### src/cstavg_pkg.sv
// Shared constants and types for the channel status table with mean C/No.
package cstavg_pkg;

   localparam int CHANNELS_DEF = 12;
   localparam int CNT_W_DEF    = $clog2(CHANNELS_DEF + 1);
   localparam int SUM_W_DEF    = 16 + CNT_W_DEF;

   localparam logic [7:0] LOCKED_STATE = 8'hbf;

   localparam logic FUNC_READ  = 1'b0;
   localparam logic FUNC_WRITE = 1'b1;

   typedef enum logic [2:0] {
      ST_IDLE,
      ST_WRITE,
      ST_SCAN,
      ST_DRAIN,
      ST_DIV,
      ST_WAIT,
      ST_RESP
   } state_type;

endpackage

### src/cstavg_div.sv
// Restoring serial divider, one quotient bit per cycle.
module cstavg_div #(
   parameter int DIVIDEND_W = cstavg_pkg::SUM_W_DEF,
   parameter int DIVISOR_W  = cstavg_pkg::CNT_W_DEF
) (
   input  logic                  clock,
   input  logic                  reset,
   input  logic                  start,
   input  logic [DIVIDEND_W-1:0] dividend,
   input  logic [DIVISOR_W-1:0]  divisor,
   output logic                  done,
   output logic [DIVIDEND_W-1:0] quotient
);
   import cstavg_pkg::*;

   localparam int STEP_W = $clog2(DIVIDEND_W + 1);

   logic                  busy_ff, busy_in;
   logic                  done_ff, done_in;
   logic [STEP_W-1:0]     step_ff, step_in;
   logic [DIVIDEND_W-1:0] quo_ff, quo_in;
   logic [DIVISOR_W-1:0]  rem_ff, rem_in;
   logic [DIVISOR_W:0]    rem_shift;
   logic [DIVISOR_W:0]    rem_sub;
   logic                  fits;

   always_comb begin
      rem_shift = {rem_ff, quo_ff[DIVIDEND_W-1]};
      fits      = rem_shift >= {1'b0, divisor};
      rem_sub   = rem_shift - {1'b0, divisor};
      busy_in   = busy_ff;
      done_in   = 1'b0;
      step_in   = step_ff;
      quo_in    = quo_ff;
      rem_in    = rem_ff;
      if (start) begin
         busy_in = 1'b1;
         step_in = STEP_W'(DIVIDEND_W);
         quo_in  = dividend;
         rem_in  = '0;
      end else if (busy_ff) begin
         // remainder stays below the divisor, so the low bits hold it
         rem_in  = fits ? rem_sub[DIVISOR_W-1:0] : rem_shift[DIVISOR_W-1:0];
         quo_in  = {quo_ff[DIVIDEND_W-2:0], fits};
         step_in = step_ff - STEP_W'(1);
         if (step_ff == STEP_W'(1)) begin
            busy_in = 1'b0;
            done_in = 1'b1;
         end
      end
   end

   always_ff @(posedge clock) begin
      if (reset) begin
         busy_ff <= 1'b0;
         done_ff <= 1'b0;
         step_ff <= '0;
      end else begin
         busy_ff <= busy_in;
         done_ff <= done_in;
         step_ff <= step_in;
      end
      quo_ff <= quo_in;
      rem_ff <= rem_in;
   end

   assign done     = done_ff;
   assign quotient = quo_ff;

endmodule

### src/channel_status_table_avg_core.sv
// Channel status table with addressed read/write and mean C/No over locked channels.
//
// One request word (read or write of one channel entry) yields one response word.
// The response leaves once the request is accepted, any write done, the table scanned and
// the mean divided; when no channel is locked the divide is skipped. The next request is
// taken in the cycle after the response leaves, and a stalled response holds the block.
// The table sits in a memory with one read port, scanned one entry per cycle to build
// the locked sum and count, and the mean comes from a serial divider producing one
// quotient bit per cycle. The table reads as zero after reset through per-entry valid
// bits. A channel at or beyond CHANNELS leaves the table alone, returns zero entry
// fields and raises bad_channel.
module channel_status_table_avg_core #(
   parameter int CHANNELS = cstavg_pkg::CHANNELS_DEF
) (
   input  logic        clock,
   input  logic        reset,
   input  logic        req_tvalid,
   output logic        req_tready,
   // channel[7:0], prn[15:8], track_state[23:16], cno[39:24]
   input  logic [39:0] req_tdata,
   // func[0]
   input  logic [0:0]  req_tuser,
   output logic        rsp_tvalid,
   input  logic        rsp_tready,
   // svid[7:0], chan_status[15:8], chan_cno[31:16], average_cno[47:32],
   // locked_count[51:48], zero[55:52]
   output logic [55:0] rsp_tdata,
   // bad_channel[0]
   output logic [0:0]  rsp_tuser
);
   import cstavg_pkg::*;

   localparam int IDX_W = (CHANNELS > 1) ? $clog2(CHANNELS) : 1;
   localparam int CNT_W = $clog2(CHANNELS + 1);
   localparam int SUM_W = 16 + CNT_W;

   state_type state_ff, state_in;

   logic [31:0]      mem_ff [CHANNELS];
   logic             valid_ff [CHANNELS];

   logic             func_ff;
   logic [7:0]       channel_ff;
   logic [31:0]      wr_entry_ff;
   logic             bad_ff;
   logic [IDX_W-1:0] idx;

   logic [IDX_W-1:0] scan_ff, scan_in;
   logic [IDX_W-1:0] rd_tag_ff;
   logic             rd_pend_ff, rd_pend_in;
   logic [31:0]      rd_data_ff;
   logic             rd_ok_ff;

   logic [SUM_W-1:0] sum_ff;
   logic [CNT_W-1:0] count_ff;
   logic [31:0]      entry_ff;
   logic [15:0]      avg_ff;

   logic             div_start;
   logic             div_done;
   logic [SUM_W-1:0] div_quo;

   logic             accept;
   logic             do_write;
   logic             locked_hit;

   assign accept     = req_tvalid && req_tready;
   assign idx        = channel_ff[IDX_W-1:0];
   assign do_write   = (state_ff == ST_WRITE) && (func_ff == FUNC_WRITE) && !bad_ff;
   assign locked_hit = rd_pend_ff && rd_ok_ff && (rd_data_ff[23:16] == LOCKED_STATE);

   always_comb begin
      state_in   = state_ff;
      scan_in    = scan_ff;
      rd_pend_in = 1'b0;
      req_tready = 1'b0;
      rsp_tvalid = 1'b0;
      div_start  = 1'b0;
      case (state_ff)
         ST_IDLE: begin
            req_tready = 1'b1;
            if (req_tvalid) begin
               state_in = ST_WRITE;
            end
         end
         ST_WRITE: begin
            scan_in  = '0;
            state_in = ST_SCAN;
         end
         ST_SCAN: begin
            rd_pend_in = 1'b1;
            scan_in    = scan_ff + IDX_W'(1);
            if (scan_ff == IDX_W'(CHANNELS - 1)) begin
               state_in = ST_DRAIN;
            end
         end
         ST_DRAIN: begin
            state_in = ST_DIV;
         end
         ST_DIV: begin
            // no locked channel: mean is zero, skip the divide
            if (count_ff == '0) begin
               state_in = ST_RESP;
            end else begin
               div_start = 1'b1;
               state_in  = ST_WAIT;
            end
         end
         ST_WAIT: begin
            if (div_done) begin
               state_in = ST_RESP;
            end
         end
         ST_RESP: begin
            rsp_tvalid = 1'b1;
            if (rsp_tready) begin
               state_in = ST_IDLE;
            end
         end
         default: begin
            state_in = ST_IDLE;
         end
      endcase
   end

   always_ff @(posedge clock) begin
      if (reset) begin
         state_ff   <= ST_IDLE;
         rd_pend_ff <= 1'b0;
         for (int i = 0; i < CHANNELS; i++) begin
            valid_ff[i] <= 1'b0;
         end
      end else begin
         state_ff   <= state_in;
         rd_pend_ff <= rd_pend_in;
         if (do_write) begin
            valid_ff[idx] <= 1'b1;
         end
      end
   end

   // table memory: one write, one registered read
   always_ff @(posedge clock) begin
      if (do_write) begin
         mem_ff[idx] <= wr_entry_ff;
      end
      rd_data_ff <= mem_ff[scan_ff];
      rd_ok_ff   <= valid_ff[scan_ff];
   end

   always_ff @(posedge clock) begin
      scan_ff   <= scan_in;
      rd_tag_ff <= scan_ff;
      if (accept) begin
         func_ff     <= req_tuser[0];
         channel_ff  <= req_tdata[7:0];
         wr_entry_ff <= {req_tdata[15:8], req_tdata[23:16], req_tdata[39:24]};
         bad_ff      <= req_tdata[7:0] >= 8'(CHANNELS);
      end
      if (state_ff == ST_WRITE) begin
         sum_ff   <= '0;
         count_ff <= '0;
         entry_ff <= '0;
      end else if (rd_pend_ff) begin
         if (locked_hit) begin
            sum_ff   <= sum_ff + SUM_W'(rd_data_ff[15:0]);
            count_ff <= count_ff + CNT_W'(1);
         end
         if (!bad_ff && (rd_tag_ff == idx)) begin
            entry_ff <= rd_ok_ff ? rd_data_ff : 32'h0;
         end
      end
      if (state_ff == ST_DIV) begin
         avg_ff <= '0;
      end else if ((state_ff == ST_WAIT) && div_done) begin
         avg_ff <= div_quo[15:0];
      end
   end

   cstavg_div #(
      .DIVIDEND_W (SUM_W),
      .DIVISOR_W  (CNT_W)
   ) u_div (
      .clock    (clock),
      .reset    (reset),
      .start    (div_start),
      .dividend (sum_ff),
      .divisor  (count_ff),
      .done     (div_done),
      .quotient (div_quo)
   );

   assign rsp_tdata = {4'h0, 4'(count_ff), avg_ff, entry_ff[15:0], entry_ff[23:16],
                       entry_ff[31:24]};
   assign rsp_tuser = bad_ff;

endmodule

### config.mk
export PLATFORM = sky130hd
export DESIGN_NAME = channel_status_table_avg_core
export DESIGN_NICKNAME = d
export VERILOG_FILES = /design/src/cstavg_pkg.sv /design/src/cstavg_div.sv /design/src/channel_status_table_avg_core.sv
export SDC_FILE = /design/constraint.sdc
export NUM_CORES = 1
export LEC_CHECK = 0
export ABC_AREA = 1
export ABC_CLOCK_PERIOD_IN_PS = 5500
export BUFFER_PORTS_ARGS = -buffer_cell sky130_fd_sc_hd__buf_2
export CAP_MARGIN = 20
export CORE_MARGIN = 2
export CORE_UTILIZATION = 40
export CTS_CLUSTER_SIZE = 8
export DETAILED_ROUTE_END_ITERATION = 6
export PLACE_DENSITY = 0.58
export SYNTH_ARGS = -nofsm -noshare
export SYNTH_HDL_FRONTEND = slang
export SYNTH_SLANG_ARGS = --single-unit
### constraint.sdc
create_clock -name clock -period 5.5 [get_ports clock]
set_clock_uncertainty 0.05 [all_clocks]
set_input_delay 1.1 -clock clock [delete_from_list [all_inputs] [get_ports clock]]
set_output_delay 1.1 -clock clock [all_outputs]
set_load 0.005 [all_outputs]
## Word-level counts from Yosys, hierarchy flattened

Memories as Yosys holds them, arrays and structs flattened. A register that Yosys moved wholly into a read port is not among the register bits.
Cells that the tools add are included.

| cells by class | value |
|---|---|
| reduce and logical (&&, ||, !) cells | 18 |
| magnitude comparators | 2 |
| add/subtract/negate cells | 5 |
| eq/ne operators | 14 |
| muxes and demuxes | 31 |
| bitwise gates (word level) | 1 |

Operator list:

| operator | count |
|---|---|
| $mux 20 | 2 |
| $mux 32 | 1 |
| $pmux 3 s7 | 1 |
| $add 20x16->20 | 1 |
| $mux 1 | 17 |
| $mux 3 | 4 |
| $mux 5 | 2 |
| $eq 3x3->1 const B | 3 |
| $add 4x1->4 const B | 2 |
| $eq 8x8->1 const B | 1 |
| $ge 8x4->1 const B | 1 |
| $mux 4 | 2 |
| $pmux 4 s2 | 1 |
| $logic_and 1x1->1 | 7 |
| $eq 3x2->1 const B | 2 |
| $ne 2x2->1 const B | 3 |
| $eq 5x1->1 const B | 1 |
| $ge 5x4->1 | 1 |
| $sub 5x1->5 const B | 1 |
| $eq 4x4->1 | 1 |
| $eq 4x4->1 const B | 1 |
| $logic_not 4->1 | 1 |
| $reduce_and 2->1 | 2 |
| $reduce_and 4->1 | 1 |
| other kinds (11) | 12 |

| storage, ports and cells | value |
|---|---|
| memories | 2 |
| bits in registers | 153 |
| output and inout bits | 59 |
| bits in writable memories | 396 |
| word-level logic and storage cells | 91 |

Memories:

| name | words | bits a word | rd ports | clocked after memory_dff | wr ports | RTL line | text |
|---|---|---|---|---|---|---|---|
| mem_ff | 12 | 32 | 1 | 1 | 1 | channel_status_table_avg_core.sv:39 | `logic [31:0] mem_ff [CHANNELS];` |
| valid_ff | 12 | 1 | 1 | 1 | 12 | channel_status_table_avg_core.sv:40 | `logic valid_ff [CHANNELS];` |

## Logic depth before layout (Yosys ltp)

Gate-level depths: netlist of the first run.

| depth | value |
|---|---|
| depth after elaboration | 8 |
| mapped depth | 13 |

## Hierarchy

Synthesis of the first run repeated with hierarchy kept, for this count alone.

| second synthesis, totals | value |
|---|---|
| cell total of the unflattened synthesis | 1978 |
| area, all modules | 22958.3 sq um |

By module, submodules not included:

| module | seq. area each (sq um) | area an instance (sq um) | cells each | instances |
|---|---|---|---|---|
| channel_status_table_avg_core | 15374.7 | 21446.8 | 1801 | 1 |
| cstavg_div | 820.8 | 1511.4 | 177 | 1 |

## Worst setup path after synthesis of the first run

OpenSTA, ideal clock, no wires.

| path | value |
|---|---|
| path type | in2reg |
| start | in req_tvalid |
| end | reg channel_ff[0] (enable) |
| data required time | 4970 ps |
| library setup time | 480 ps |
| stages on the path | 2 |
| arrival time | 3758 ps |
| path slack | 1211 ps |
| path through | inv_1 nor3_1 |

| on the way | value |
|---|---|
| longest elaborated chain between the ends | 1 |

Ends and longest elaborated chain:

| item | RTL line | text |
|---|---|---|
| start: declaration | channel_status_table_avg_core.sv:17 | `input logic req_tvalid,` |
| $logic_and 1x1->1 | channel_status_table_avg_core.sv:67 | `assign accept = req_tvalid && req_tready;` |
| named net accept | channel_status_table_avg_core.sv:63 | `logic accept;` |
| end signal: assignment | channel_status_table_avg_core.sv:156 | `channel_ff <= req_tdata[7:0];` |
| end: declaration | channel_status_table_avg_core.sv:43 | `logic [7:0] channel_ff;` |

The timed path passes the listed nets, and every way through them passes these cells.
A chain may end at the register's enable or synchronous reset.

## Final worst setup path of the first run

| path | value |
|---|---|
| start | reg state_ff[0] |
| end | mem mem_ff[2][24] (enable) |

| on the way | value |
|---|---|
| longest elaborated chain between the ends | 5 |

Ends and longest elaborated chain:

| item | RTL line | text |
|---|---|---|
| start: declaration | channel_status_table_avg_core.sv:37 | `state_type state_ff, state_in;` |
| start signal: assignment | channel_status_table_avg_core.sv:134 | `state_ff <= state_in;` |
| $eq 3x1->1 | channel_status_table_avg_core.sv:69 | `assign do_write = (state_ff == ST_WRITE) && (func_ff == FUNC_WRITE) && !bad_ff;` |
| $logic_and 1x1->1 (2 in a row) | channel_status_table_avg_core.sv:69 |  |
| $mux 1 | channel_status_table_avg_core.sv:144 | `if (do_write) begin` |
| $mux 1 (not written as such) | channel_status_table_avg_core.sv:145 | `mem_ff[idx] <= wr_entry_ff;` |
| end: declaration | channel_status_table_avg_core.sv:39 |  |

Every way passes these cells.

==> metrics.txt, run 1 <==
status complete, no violations; EDFF count, synth 446; CP Capture Type flop; Worst-path clk slew 0.05 ns; met3 usage 0.0346; CP Class reg2reg; Power Density 505 mW/mm^2; Final WS setup 2.23 ns; post-synthesis instance total 2149; CP startpoint kind flop; total CTS buffers 83; Area Growth Syn to Fin 15.1%; normalized max-slew margin 0.276; final number of setup-violating endpoints 0; Place WS 2.26 ns; Routed WL 59000 um; cts-stage hold buffer count 0; Tcrit/Tclk final 0.595; Die W 247 um; Worst Path Required 5.68 ns; pin count of the biggest net entering global routing 224; most frequent cells in the layout edfxtp_1 (446), nor2_1 (327), nand2_1 (309), o21ai_0 (264), dfxtp_1 (140); Starting Density 0.402; top-area cell type share of the netlist area 0.568; commonest non-fill, non-tap cell in the layout edfxtp_1; Tot GR Track Use 0.193; Vias/cell 5.24; Root Driver clkbuf_16; DR DRC count 0; setup TNS 0 ns; global route hottest layer met2; RD Place Congestion 0.960; M2 GR Usage 0.297; Worst VDD drop 343 uV; post-CTS sizing 0; core area 0.0587 sq mm; WL/cell 19.3 um; Clk Latency, worst-skew pair 0.63 ns; Avg Cell Area, Syn 11.0 sq um; 1st-pass router iterations 5; Finished Core Util 0.463; post-route ant nets 0; Async SR Flop Fraction 0; nets@finish 2305; Leak 10.1 nW; Fillers 5358; Primary FF master, synth edfxtp_1; Final Max Tran Viols 0; Max Cap Violations 0; min Tclk post-route 3.27 ns; actual slew at the worst max-slew pin 1.08 ns; HPWL Detailed 37200 um; placed cells 2919; first-pass GRT wire length 88400 um; count of cell types in the netlist 45; Synth area leader edfxtp_1; sequential area share after synthesis 0.687; worst-path fanout max 42; met1 Track Usage GR 0.274; vias after detailed routing 16100; CTS max path bufs 3; Iter 0 DRT Violations 1329; largest cells by area after synthesis edfxtp_1 (57%), dfxtp_1 (12%), o21ai_0 (5.6%), nor2_1 (5.4%), nand2_1 (4.9%); RSZ-0062 raised after global routing no; CTS tree done; Rows 89; vias in the first global route 15200; grt ovf 0; R2R setup slack 2.23 ns; Power Total 13.7 mW; type of the most critical hold path reg2reg; Die Y 247 um; IO Pins 104; Yosys warning count 0; die area 0.0609 sq mm; Sink Count 586; IO buf count 99; initial antenna violation count 0; Peak Freq 0.306 GHz; WP data arrival 3.45 ns; Synth Register Bits 586; Hold Fails Final Rpt 0; area of the mapped netlist 0.0236 sq mm; htree depth 3; Post-CTS Setup Bufs 0; final non-filler cell total 3063; layout cells sized above 1 0.105
## cells by family (layout without fill, tap and decap cells)
group,Yosys count,count (layout),synth area share
other,1,5,0.000159
AND/OR/NAND/NOR,760,760,0.131
buffers and inverters,265,402,0.0489
adder cells (fa/ha/maj),27,27,0.0150
XOR/XNOR,10,10,0.00371
AO/OA/AOI/OAI,500,500,0.114
flip-flops,586,586,0.687
## where the power goes
part | switching, mW | total (mW) | internal (mW)
clock | 1.83 | 4.69 | 2.86
sequential | 0.461 | 5.71 | 5.25
combinational | 2.41 | 3.32 | 0.911
## state kept, by name (all words and copies together) (netlist names), 5 cells and up
| name | cells |
|---|---|
| avg_ff | 16 |
| entry_ff | 32 |
| mem_ff | 384 |
| rd_data_ff | 32 |
| u_div.quotient | 20 |
| valid_ff | 16 |
| u_div.step_ff | 5 |
| sum_ff | 20 |
| wr_entry_ff | 32 |
## metrics by stage
stage / hold WS, ns / instance area (sq um)
floorplan: 0.296 / 23600
global placement: 0.367 / 24700
detailed placement: 0.382 / 24700
CTS: 0.394 / 27100
global route: 0.416 / 27100
finish: 0.400 / 27100
## routing by layer
layer  share of wire  wire [um]
met3           0.064       3760
met2            0.45      26600
met5               0          0
met4           0.031       1810
met1            0.46      26900
## layout make-up
class | count | area (sq um) | area share
Multi-Input combinational cell | 1301 | 6340 | 0.234
Clock buffer | 134 | 2310 | 0.0851
Clock inverter | 7 | 108 | 0.00396
Antenna cell | 1 | 2.50 | 0.0000922
Tap cell | 773 | 967 | 0.0356
Timing Repair Buffer | 115 | 673 | 0.0248
Sequential cell | 586 | 16200 | 0.597
Inverter | 146 | 552 | 0.0203
## cell usage after synthesis, drive strengths merged, types with 18 or more instances
| library cell | instances |
|---|---|
| nor2 | 343 |
| inv | 145 |
| a21oi | 108 |
| ha | 25 |
| nand3 | 54 |
| buf | 61 |
| o21ai | 309 |
| nand2 | 311 |
| clkbuf | 58 |
| o22ai | 32 |
| dfxtp | 140 |
| edfxtp | 446 |
| a31oi | 18 |
| nand4 | 37 |
## worst max-delay path, cell delays in order, from the launching register on
cell	delay (ns)
dfxtp_1	0.38
inv_1	0.08
nor2_2	0.12
nand2_2	0.22
clkinv_2	0.52
nand2_2	0.12
nor2_4	0.20
nand3_2	0.26
nor2_4	0.89
## worst paths after layout
| kind | start | end | depth (start not counted) |
|---|---|---|---|
| worst max-delay path | state_ff[0]$_SDFFE_PP0P_ | mem_ff[2][24]$_DFFE_PP_ | 8 |
| worst min-delay path | valid_ff[15]$_DFF_P_ | valid_ff[15]$_DFF_P_ | 2 |
| worst max register to register | state_ff[0]$_SDFFE_PP0P_ | mem_ff[2][24]$_DFFE_PP_ | 8 |
| worst min register to register | valid_ff[15]$_DFF_P_ | valid_ff[15]$_DFF_P_ | 2 |
Power figures use the tool's default switching activity.
==> inputs of run 2 (changes only) <==
- ABC_AREA: 1 -> 0
- ABC_CLOCK_PERIOD_IN_PS: 5500 -> 3150
- clock period: 5.5 -> 3.15 ns (I/O delays scaled with it)
==> run 2 against run 1 <==
- sequential share of layout area grew 1.2 points
- clock-buffer cell count grew 14
- clock power grew 77%
- first-iteration DRC count shrank 34%
- critical path depth is the same
- power grew 61%
- synthesized area shrank 4.8%
- non-clock buffer count grew 31
==> metrics.txt, run 2 <==
IO buf count 99; worst-path fanout max 4; Worst VDD drop 483 uV; CP startpoint kind flop; pin count of the biggest net entering global routing 55; Routed WL 49700 um; grt ovf 0; Hold EP wr_entry_ff[24]$_DFFE_PP_; area of the mapped netlist 0.0224 sq mm; Final Max Tran Viols 0; R2R setup slack 0.67 ns; Clk Latency, worst-skew pair 0.62 ns; Avg Cell Area, Syn 15.9 sq um; Post-synth top cells edfxtp_1 (446), nand2_1 (199), dfxtp_1 (140); RD Place Congestion 0.805; min Tclk post-route 2.48 ns; IO Pins 104; Tcrit/Tclk final 0.786; HPWL Detailed 29300 um; commonest non-fill, non-tap cell in the layout edfxtp_1; Starting Density 0.406; actual slew at the worst max-slew pin 0.725 ns; top-count cell post-synth edfxtp_1; Synth area leader edfxtp_1; final number of setup-violating endpoints 0; CP Class reg2reg; WP data arrival 2.92 ns; worst reg2reg path depth 8; max reg flops 384; vias in the first global route 12600; Peak Freq 0.404 GHz; Hold Path Stages 1; sequential area share after synthesis 0.722; Vias/cell 5.23; RSZ-0062 raised after global routing no; Synth Register Bits 586; Hold Fails Final Rpt 0; Leak 9.25 nW; core area 0.0553 sq mm; Top reg by flops mem_ff; Sink Count 586; placed cells 2229; post-synthesis instance total 1409; largest cells by area after synthesis edfxtp_1 (60%), dfxtp_1 (12%), mux4_2 (10%), nand2_1 (3.3%), a21oi_1 (1.9%); 1st-pass router iterations 5; Finished Core Util 0.481; total CTS buffers 83; Fillers 4732; top-area cell type share of the netlist area 0.597; Worst-path clk slew 0.05 ns; layout cells sized above 1 0.224; Post-CTS Setup Bufs 0; Power Density 827 mW/mm^2; nets@finish 1638; WL/cell 20.9 um; Max Cap Violations 0; Primary FF master, synth edfxtp_1; CP Capture Type flop; cts-stage hold buffer count 0; Yosys warning count 0; status complete, no violations; WHS 0.132 ns; CTS tree done; Antenna diodes 0; EDFF count, synth 446; worst r2r src sum_ff[0]$_SDFFE_PP0P_; die area 0.0580 sq mm; type of the most critical hold path in2reg; worst r2r dst sum_ff[14]$_SDFFE_PP0P_; Rows 86; Tot GR Track Use 0.176; critical hold path startpoint req_tdata[8]; Die Y 241 um; Die W 241 um; DR DRC count 0; CTS max path bufs 3; normalized max-slew margin 0.517; Iter 0 DRT Violations 881; post-CTS sizing 0; Worst Path Required 3.60 ns; most frequent cells in the layout edfxtp_1 (446), nand2_1 (199), dfxtp_1 (140), mux4_2 (101), buf_2 (99); count of cell types in the netlist 64; vias after detailed routing 12500; setup TNS 0 ns; htree depth 3; first-pass GRT wire length 75800 um; Area Growth Syn to Fin 18.6%; post-route ant nets 0; initial antenna violation count 0; Async SR Flop Fraction 0; final non-filler cell total 2383; Root Driver clkbuf_16
[run 2: critical path: stages, from the launching register on]
cell and delay (ns):
dfxtp_1 0.33, ha_1 0.21, fa_1 0.40, a21o_1 0.20
a221oi_2 0.31, a211oi_1 0.20, o2111ai_1 0.29, nor4_1 0.08
a211o_1 0.29
[run 2: final cells by class]
class | count | area, sq um | share of cell area
Multi-Input combinational cell | 730 | 5970 | 0.224
Clock inverter | 6 | 120 | 0.00451
Clock buffer | 148 | 2360 | 0.0888
Inverter | 19 | 71.3 | 0.00268
Timing Repair Buffer | 146 | 973 | 0.0366
Sequential cell | 586 | 16200 | 0.608
Tap cell | 748 | 936 | 0.0352
[run 2: cells by family after synthesis]
group,synth area share
buffers and inverters,0.0183
multiplexers,0.117
adder cells (fa/ha/maj),0.0157
AND/OR/NAND/NOR,0.0702
flip-flops,0.722
AO/OA/AOI/OAI,0.0491
other,0.000167
XOR/XNOR,0.00741
[run 2: how the worst max path moves through the flow]
stage                                   startpoint                      end  slack [ns]
after floorplan           state_ff[0]$_SDFFE_PP0P_   mem_ff[3][0]$_DFFE_PP_       -0.05
after global placement       rd_data_ff[0]$_DFF_P_  sum_ff[14]$_SDFFE_PP0P_        0.69
after detailed placement    sum_ff[0]$_SDFFE_PP0P_  sum_ff[14]$_SDFFE_PP0P_        0.71
after CTS                 state_ff[1]$_SDFFE_PP0P_               rsp_tvalid        0.67
after global routing        sum_ff[0]$_SDFFE_PP0P_  sum_ff[14]$_SDFFE_PP0P_        0.60
final                       sum_ff[0]$_SDFFE_PP0P_  sum_ff[14]$_SDFFE_PP0P_        0.67
[run 2: stage by stage]
step	setup WS (ns)	power, mW	instance area [sq um]
CTS	0.665	22.3	26600
global route	0.597	23.0	26600
detailed placement	0.710	13.9	24100
floorplan	-0.0480	12.6	22500
finish	0.675	22.0	26600
global placement	0.689	13.9	24100
[run 2: report_power, final]
| part | switching [mW] | internal [mW] |
|---|---|---|
| Sequential | 0.591 | 9.08 |
| Clock | 3.26 | 5.07 |
| Combinational | 2.22 | 1.82 |
[run 2: metal layers]
metal	global-route usage	up-vias	routed length (um)
met5	0	-	0
met4	0.0513	0	949
met3	0.0335	85	2540
met2	0.281	344	23700
met1	0.248	6317	22600
li1	-	5711	-
==> inputs of run 3 (changes only) <==
- ABC_CLOCK_PERIOD_IN_PS: 3150 -> 2100
- PLACE_DENSITY: 0.58 -> 0.6
- clock period: 3.15 -> 2.1 ns (I/O delays scaled with it)
==> run 3 against run 2 <==
- the run now ends with negative setup slack left
- sequential power rose by 49%
- clock power rose by 48%
- routed wire length barely moved
- utilization rose by 2.4 points
- first-iteration DRC count rose by 12%
- clock-buffer cell count fell by 15
- sequential share of layout area fell by 2.9 points
- non-clock buffer count rose by 108
- final cell count rose by 3.9%
- power rose by 53%
- critical path type unchanged
- critical endpoint unchanged
==> metrics.txt, run 3 (same netlist as run 2, synthesis figures left out) <==
status finished with violations; failing checks negative setup slack; CP startpoint kind flop; CP Capture Type flop; DR DRC count 0; total CTS buffers 83; setup TNS -0.389 ns; htree depth 3; max reg flops 384; Tot GR Track Use 0.177; Finished Core Util 0.505; initial antenna violation count 3; die area 0.0580 sq mm; final number of setup-violating endpoints 7; vias in the first global route 13100; Max Cap Violations 0; Sink Count 586; Fillers 4671; IO buf count 99; actual slew at the worst max-slew pin 0.580 ns; vias after detailed routing 12700; commonest non-fill, non-tap cell in the layout edfxtp_1; CP Class reg2reg; Routed WL 49800 um; Leak 9.82 nW; HPWL Detailed 30200 um; Area Growth Syn to Fin 24.5%; Tcrit/Tclk final 1.05; M2 GR Usage 0.281; global route hottest layer met2; post-route ant nets 0; Vias/cell 5.12; min Tclk post-route 2.20 ns; Final Cell Area 0.0279 sq mm; normalized max-slew margin 0.609; type of the most critical hold path in2reg; worst-path fanout max 3; Top reg by flops mem_ff; WL/cell 20.1 um; Power Density 1210 mW/mm^2; WP data arrival 2.65 ns; Die W 241 um; first-pass GRT wire length 76700 um; 1st-pass router iterations 5; CTS max path bufs 3; pin count of the biggest net entering global routing 69; Iter 0 DRT Violations 985; Die Y 241 um; IO Pins 104; placed cells 2297; multi-input logic area 0.00617 sq mm; Clk Latency, worst-skew pair 0.61 ns; Rows 86; Worst Path Required 2.55 ns; Final Max Tran Viols 0; nets@finish 1746; met3 usage 0.0337; Final WS setup -0.0973 ns; Place WS -0.191 ns; Peak Freq 0.455 GHz; Root Driver clkbuf_16; grt ovf 0; dpl cell area 0.0250 sq mm; core area 0.0553 sq mm; Starting Density 0.406; Worst VDD drop 661 uV; final non-filler cell total 2477; RD Place Congestion 0.862; met1 Track Usage GR 0.248; layout cells sized above 1 0.271; Worst-path clk slew 0.05 ns; CTS tree done; Sequential Area 0.0162 sq mm; RSZ-0062 raised after global routing yes; Hold Fails Final Rpt 0; most frequent cells in the layout edfxtp_1 (446), nand2_1 (198), dfxtp_1 (135), mux4_2 (101), buf_2 (99)
[run 3: cell count changes in the layout (fill, tap and decap cells not counted), sizes merged]
cell | before | now
buf | 146 | 217
dlygate4sd3 | 0 | 37
clkbuf | 148 | 133
clkinv | 5 | 4
diode | 0 | 1
inv | 20 | 21
[run 3: power breakdown]
group	total (mW)	switching [mW]	internal, mW	leakage (nW)
registers	14.4	0.782	13.6	5.17
clock network	12.3	4.78	7.51	1.16
logic	7.03	3.69	3.34	3.49
[run 3: worst paths after layout]
check                   startpoint                       to  slack [ns]  depth (start not counted)
max          rd_data_ff[0]$_DFF_P_  sum_ff[14]$_SDFFE_PP0P_        -0.1                          8
min                   req_tdata[5]      rsp_tuser$_DFFE_PP_        0.04                          3
max reg2reg  rd_data_ff[0]$_DFF_P_  sum_ff[14]$_SDFFE_PP0P_        -0.1                          8
min reg2reg   valid_ff[14]$_DFF_P_     valid_ff[14]$_DFF_P_        0.39                          1
[run 3: area by class of cell]
cell class | count | share of cell area
flip-flops and latches | 586 | 0.580
multi-input cells | 730 | 0.221
clock buffers | 133 | 0.0829
repair buffers | 254 | 0.0765
well taps | 748 | 0.0335
clock inverters | 6 | 0.00398
inverters | 19 | 0.00255
diodes | 1 | 0.0000895
[run 3: critical path, stage by stage, from the launching register on]
cell and delay, ns:
dfxtp_2 0.33, ha_4 0.16, fa_2 0.34, a21o_1 0.21, a221oi_4 0.33, a211oi_2 0.16
o2111ai_2 0.22, nor4_1 0.08, a211o_1 0.23
[run 3: per-layer routing]
layer / share of wire / vias to the layer above
li1: - / 5920
met5: 0 / -
met4: 0.021 / 0
met2: 0.47 / 364
met1: 0.46 / 6322
met3: 0.054 / 81
[run 3: through the flow]
step,hold WS [ns],total power [mW]
2_1_floorplan,0.350,18.9
3_3_place_gp,0.360,21.4
3_5_place_dp,0.377,21.6
4_1_cts,0.00496,34.1
5_1_grt,0.0315,35.2
6_report,0.0367,33.7
[run 3: timing repair]
item                                    4_1_cts  5_1_grt
resized for setup                            12       18
pin swaps                                    11       10
setup buffers                                 2        1
hold buffers                                 37        0
endpoints found under the setup margin        8       19
endpoints found under the hold margin        37        0
cloned                                        0        0
